==> src/civil_time_to_epoch_seconds_unit_assert.svh <==
// ----------------------------------------------------------------------------
// Assertion macros for the civil time conversion unit
// Short forms of the concurrent checks, clocked on clock, disabled in reset.
// ----------------------------------------------------------------------------
`ifndef CIVIL_TIME_TO_EPOCH_SECONDS_UNIT_ASSERT_SVH
`define CIVIL_TIME_TO_EPOCH_SECONDS_UNIT_ASSERT_SVH

// same-cycle implication
`define CTES_ASSERT_NOW(label, ante, cons, msg) \
   label: assert property (@(posedge clock) disable iff (reset) (ante) |-> (cons)) \
      else $error(msg);

// next-cycle implication
`define CTES_ASSERT_NEXT(label, ante, cons, msg) \
   label: assert property (@(posedge clock) disable iff (reset) (ante) |=> (cons)) \
      else $error(msg);

`endif

==> src/ctes_ram.sv <==
// ----------------------------------------------------------------------------
// ctes_ram
// Generic single-write, single-read RAM with a registered read port.
// ----------------------------------------------------------------------------
module ctes_ram #(
   parameter int unsigned WIDTH = 64,
   parameter int unsigned DEPTH = 64
) (
   input  logic                                         clock,
   input  logic                                         wr_en,
   input  logic [((DEPTH > 1) ? $clog2(DEPTH) : 1)-1:0] wr_addr,
   input  logic [WIDTH-1:0]                             wr_data,
   input  logic [((DEPTH > 1) ? $clog2(DEPTH) : 1)-1:0] rd_addr,
   output logic [WIDTH-1:0]                             rd_data
);

   logic [WIDTH-1:0] mem [DEPTH];
   logic [WIDTH-1:0] rd_data_ff;

   always_ff @(posedge clock) begin
      if (wr_en) begin
         mem[wr_addr] <= wr_data;
      end
      rd_data_ff <= mem[rd_addr];
   end

   assign rd_data = rd_data_ff;

endmodule

==> config.mk <==
export PLATFORM = sky130hd
export DESIGN_NAME = ctes_ram
export DESIGN_NICKNAME = d
export VERILOG_FILES = /design/src/civil_time_to_epoch_seconds_unit_assert.svh /design/src/ctes_ram.sv
export SDC_FILE = /design/constraint.sdc
export NUM_CORES = 2
export LEC_CHECK = 0
export BUFFER_PORTS_ARGS = -buffer_cell sky130_fd_sc_hd__buf_2
export CAP_MARGIN = 10
export CORE_ASPECT_RATIO = 1.5
export CORE_MARGIN = 8
export CORE_UTILIZATION = 60
export DETAILED_ROUTE_END_ITERATION = 16
export PLACE_DENSITY = 0.76
export SYNTH_ARGS = -nofsm -noshare
export SYNTH_HDL_FRONTEND = slang
export SYNTH_SLANG_ARGS = --single-unit
==> constraint.sdc <==
create_clock -name clock -period 15.6 [get_ports clock]
set_input_delay 3.12 -clock clock [delete_from_list [all_inputs] [get_ports clock]]
set_output_delay 3.12 -clock clock [all_outputs]
set_load 0.005 [all_outputs]
Word-level counts from Yosys, hierarchy flattened --
Memories as Yosys holds them, arrays and structs flattened. A register that Yosys moved wholly into a read port is not among the register bits. Cells that the tools add are included.
Word-level totals: output and inout bits 64, bits in writable memories 4096, register bits 0, word-level logic and storage cells 3, bits of input ports 78, memories 1
Memory list:
- mem | depth 64, width 64, rd ports 1, clocked after memory_dff 1, wr ports 1, RTL line ctes_ram.sv:17 | logic [WIDTH-1:0] mem [DEPTH];
Cells by class: multiplexer cells 2
Operator list (count):
- 2-to-1 mux 1 bit | 2

Longest topological paths before layout --
depth after elaboration 2, depth in mapped cells 9, mapped depth without buffers 5

Worst setup path before layout --
Ideal clock, no wire load.
path kind in2reg, start point input wr_addr[3] (netlist name), end point memory mem[48][0], enable pin, required time 15.036 ns, arrival 7.992 ns, path buffers 1, cell stages on the path 4, slack 7.044 ns, setup time 0.564 ns, cell sequence clkbuf_1 > nor2b_1 > nand4b_1 > nor3_1
RTL lines:
- start, declared | RTL line ctes_ram.sv:11 | input logic [((DEPTH > 1) ? $clog2(DEPTH) : 1)-1:0] wr_addr,
- end, declared | RTL line ctes_ram.sv:17
Straight into the memory's write port.

==> impl_results.md <==
* Status: finished clean
* # resized after CTS at 0
* Gr usage total at 0.306
* Reg2reg path depth at 4
* Register Area at 124000 um2
* Clock sinks at 4160
* Post-DP HPWL at 215 mm
* Final nets at 7002
* Clk_lat worst skew at 0.89 ns
* Dpl cells at 10.0k
* R2R Setup Slk at 13.54 ns
* Synthesis Warnings at 0
* Tmin final at 7.04 ns
* Gpl congestion at 0.813
* Core area at 259000 um2
* CP required at 16.39 ns
* Post-synth top area cell: edfxtp_1
* #FFs+latches synth at 4160
* Remaining Overflow, GRT at 0
* RSZ-0062 raised after global routing: false
* Achievable frequency at 0.142 GHz
* Hold Path Origin: mem[39][63]$_DFFE_PP_
* Avg Cell Area, Syn at 23.7 um2
* Layout cell share with drive strength beyond 1 at 0.276
* Die height at 641 um
* Worst hold path class: flip-flop to flip-flop
* Vias per cell at 7.21
* CP max FO at 84
* Met3 Use GR at 0.0685
* Post-Syn Nets at 6676
* Most common cell after layout, fill and taps aside: edfxtp_1
* Top-Level Pins at 142
* Clock Path Buffers at 4
* Synth-to-Final Area Change at 10.9%
* Top-area cell type share of the netlist area at 0.787
* Fill cells at 15.2k
* Initial DRC count at 12.0k
* Hold Buf Count CTS at 0
* Initial Utilization at 0.603
* Multi-input logic area at 30800 um2
* Reg-to-reg endpoint: rd_data[51]$_DFF_P_
* Worst setup EP type: flip-flop
* Slew Limit Fails at 0
* Die ar. at 278000 um2
* DRT antenna net count at 0
* Final setup violation count at 0
* Number of setup buffers added after CTS at 0
* Final Hold Fails at 0
* H-tree depth at 5
* Die X at 433 um
* CTS tree: built
* Worst-Margin Slew at 1.22 ns
* Leak at 53.9 nW
* Peak VDD IR at 0.116 mV
* Hold Crit Endpoint: rd_data[63]$_DFF_P_
* Met2 usage at 0.503
* CTS buffer count at 357
* Vias at 77.2k
* Initial antenna violation count at 33
* Main flop type after synthesis: edfxtp_1
* Cell Area, Placed at 162000 um2
* Crit Reg-Reg Startpoint: mem[3][51]$_DFFE_PP_
* DRC violations left at 0
* Final worst path period share at 0.451
* Pre-antenna DRT Iters at 8
* Seq/Total Area, Yosys at 0.795
* Setup Skew at 0.0440 ns
* First-pass GRT wire length at 595 mm
* Synth unique cells at 33
* IO Port Bufs at 141
* Post-synth EDFFs at 4096
* WHS Path Cells at 4
* Site Rows at 229
* Maxcap violations at 0
* Ranking of synthesized cells by area: edfxtp_1 (79%), mux4_2 (15%), mux2i_1 (0.86%)
* Slew Limit Headroom at 0.189
* Design area at 173000 um2
* Arr. time, crit path at 7.83 ns
* Mapped Cells at 6598
* Most frequent cells in the layout: edfxtp_1 (4096), mux4_2 (1024), clkbuf_16 (371)
* Clock transition at path regs at 0.07 ns
* Post-route setup TNS at 0 ns
* Cell Area, Synth at 156000 um2
* Most Crowded Layer GR: met2
* Routed WL per cell at 39.9 um
* Startpoint Class: input pin
* Root Driver: clkbuf_16
* CP Class: input pin to flip-flop
* Vias in the first global route at 79.3k
* Largest net degree at the start of global routing at 124
* Power density cells at 129 nW/um2
* Fin cells at 10.7k
* WL final at 428 mm
* Asr flop ratio synth at 0
* Met1 usage at 0.381
==> per-stage QoR <==
| step | utilization | hold slack [ns] | worst slack (ns) | total power, W |
|---|---|---|---|---|
| finish | 0.669 | 0.785 | 8.56 | 0.0224 |
| global route | 0.669 | 0.850 | 8.35 | 0.0229 |
| CTS | 0.669 | 0.815 | 8.70 | 0.0224 |
| detailed placement | 0.624 | 0.821 | 7.75 | 0.0137 |
| global placement | 0.624 | 0.815 | 7.74 | 0.0136 |
| floorplan | - | 0.788 | 7.04 | 0.0132 |
==> worst max path at each step <==
stage	startpoint	to	slack [ns]	cells past startpoint
floorplan	wr_addr[3]	mem[48][0]$_DFFE_PP_	7.04	4
global placement	rd_addr[0]	rd_data[7]$_DFF_P_	7.74	9
detailed placement	rd_addr[0]	rd_data[9]$_DFF_P_	7.75	10
CTS	rd_addr[0]	rd_data[9]$_DFF_P_	8.70	10
global route	rd_addr[0]	rd_data[9]$_DFF_P_	8.35	10
finish	rd_addr[1]	rd_data[16]$_DFF_P_	8.56	9
==> metal layers <==
metal	wire, um	up-vias
li1	-	29078
met1	136000	40546
met2	211000	6132
met3	51700	1392
met4	28300	16
met5	145	-
==> report_power, final <==
part	total, W	leakage [nW]	internal (W)	switching (W)
combinational	0.00102	10.8	0.000377	0.000640
clock	0.00895	5.69	0.00499	0.00395
sequential	0.0124	37.4	0.0124	0.0000505
total	0.0224	53.9	0.0177	0.00465
==> synth_stat cells (2+ instances only) <==
library cell and number:
a211oi_1 63, a22o_1 88, a22oi_1 168, a2bb2oi_1 19
a31oi_1 18, a41oi_1 26, and2_1 3, and3_1 64
buf_1 20, buf_2 170, buf_4 34, buf_6 6
clkbuf_1 140, dfxtp_1 64, edfxtp_1 4096, inv_1 19
mux2i_1 135, mux4_2 1024, nand2_1 58, nand2b_1 11
nand3_1 45, nand3b_1 2, nand4_1 2, nor2_1 112
nor2b_1 28, nor3_1 2, o221ai_1 38, o22ai_1 83
or2_2 28, or3_1 29
==> cell families (layout without fill, tap and decap cells) <==
kind of cell           count (synthesis)  count (layout)  share of synthesized area
flip-flops                          4160            4160                      0.795
multiplexers                        1159            1159                      0.156
AO/OA/AOI/OAI                        504             504                     0.0248
buffers and inverters                389            1002                     0.0118
AND/OR/NAND/NOR                      386             386                     0.0124
other                                  0              28                          0
==> flip-flops by register name, indices dropped and copies added (netlist names) <==
| register | flops |
|---|---|
| mem | 4096 |
| rd_data | 64 |
==> cell type report <==
| type | instances | share of cell area |
|---|---|---|
| sequential | 4160 | 0.716 |
| multi-input combinational | 2049 | 0.177 |
| clock buffer | 452 | 0.0562 |
| tap | 3465 | 0.0250 |
| timing repair buffer | 337 | 0.0134 |
| clock inverter | 194 | 0.0106 |
| inverter | 19 | 0.000411 |
| antenna | 28 | 0.000404 |
==> critical path: stages <==
cell and delay (ns):
buf_8 0.58, buf_4 0.71, buf_4 0.87, buf_4 0.92, mux4_2 0.42, nor2b_1 0.16, a211oi_1 0.29, o22ai_1 0.23
and3_1 0.19
Power figures use the tool's default switching activity.
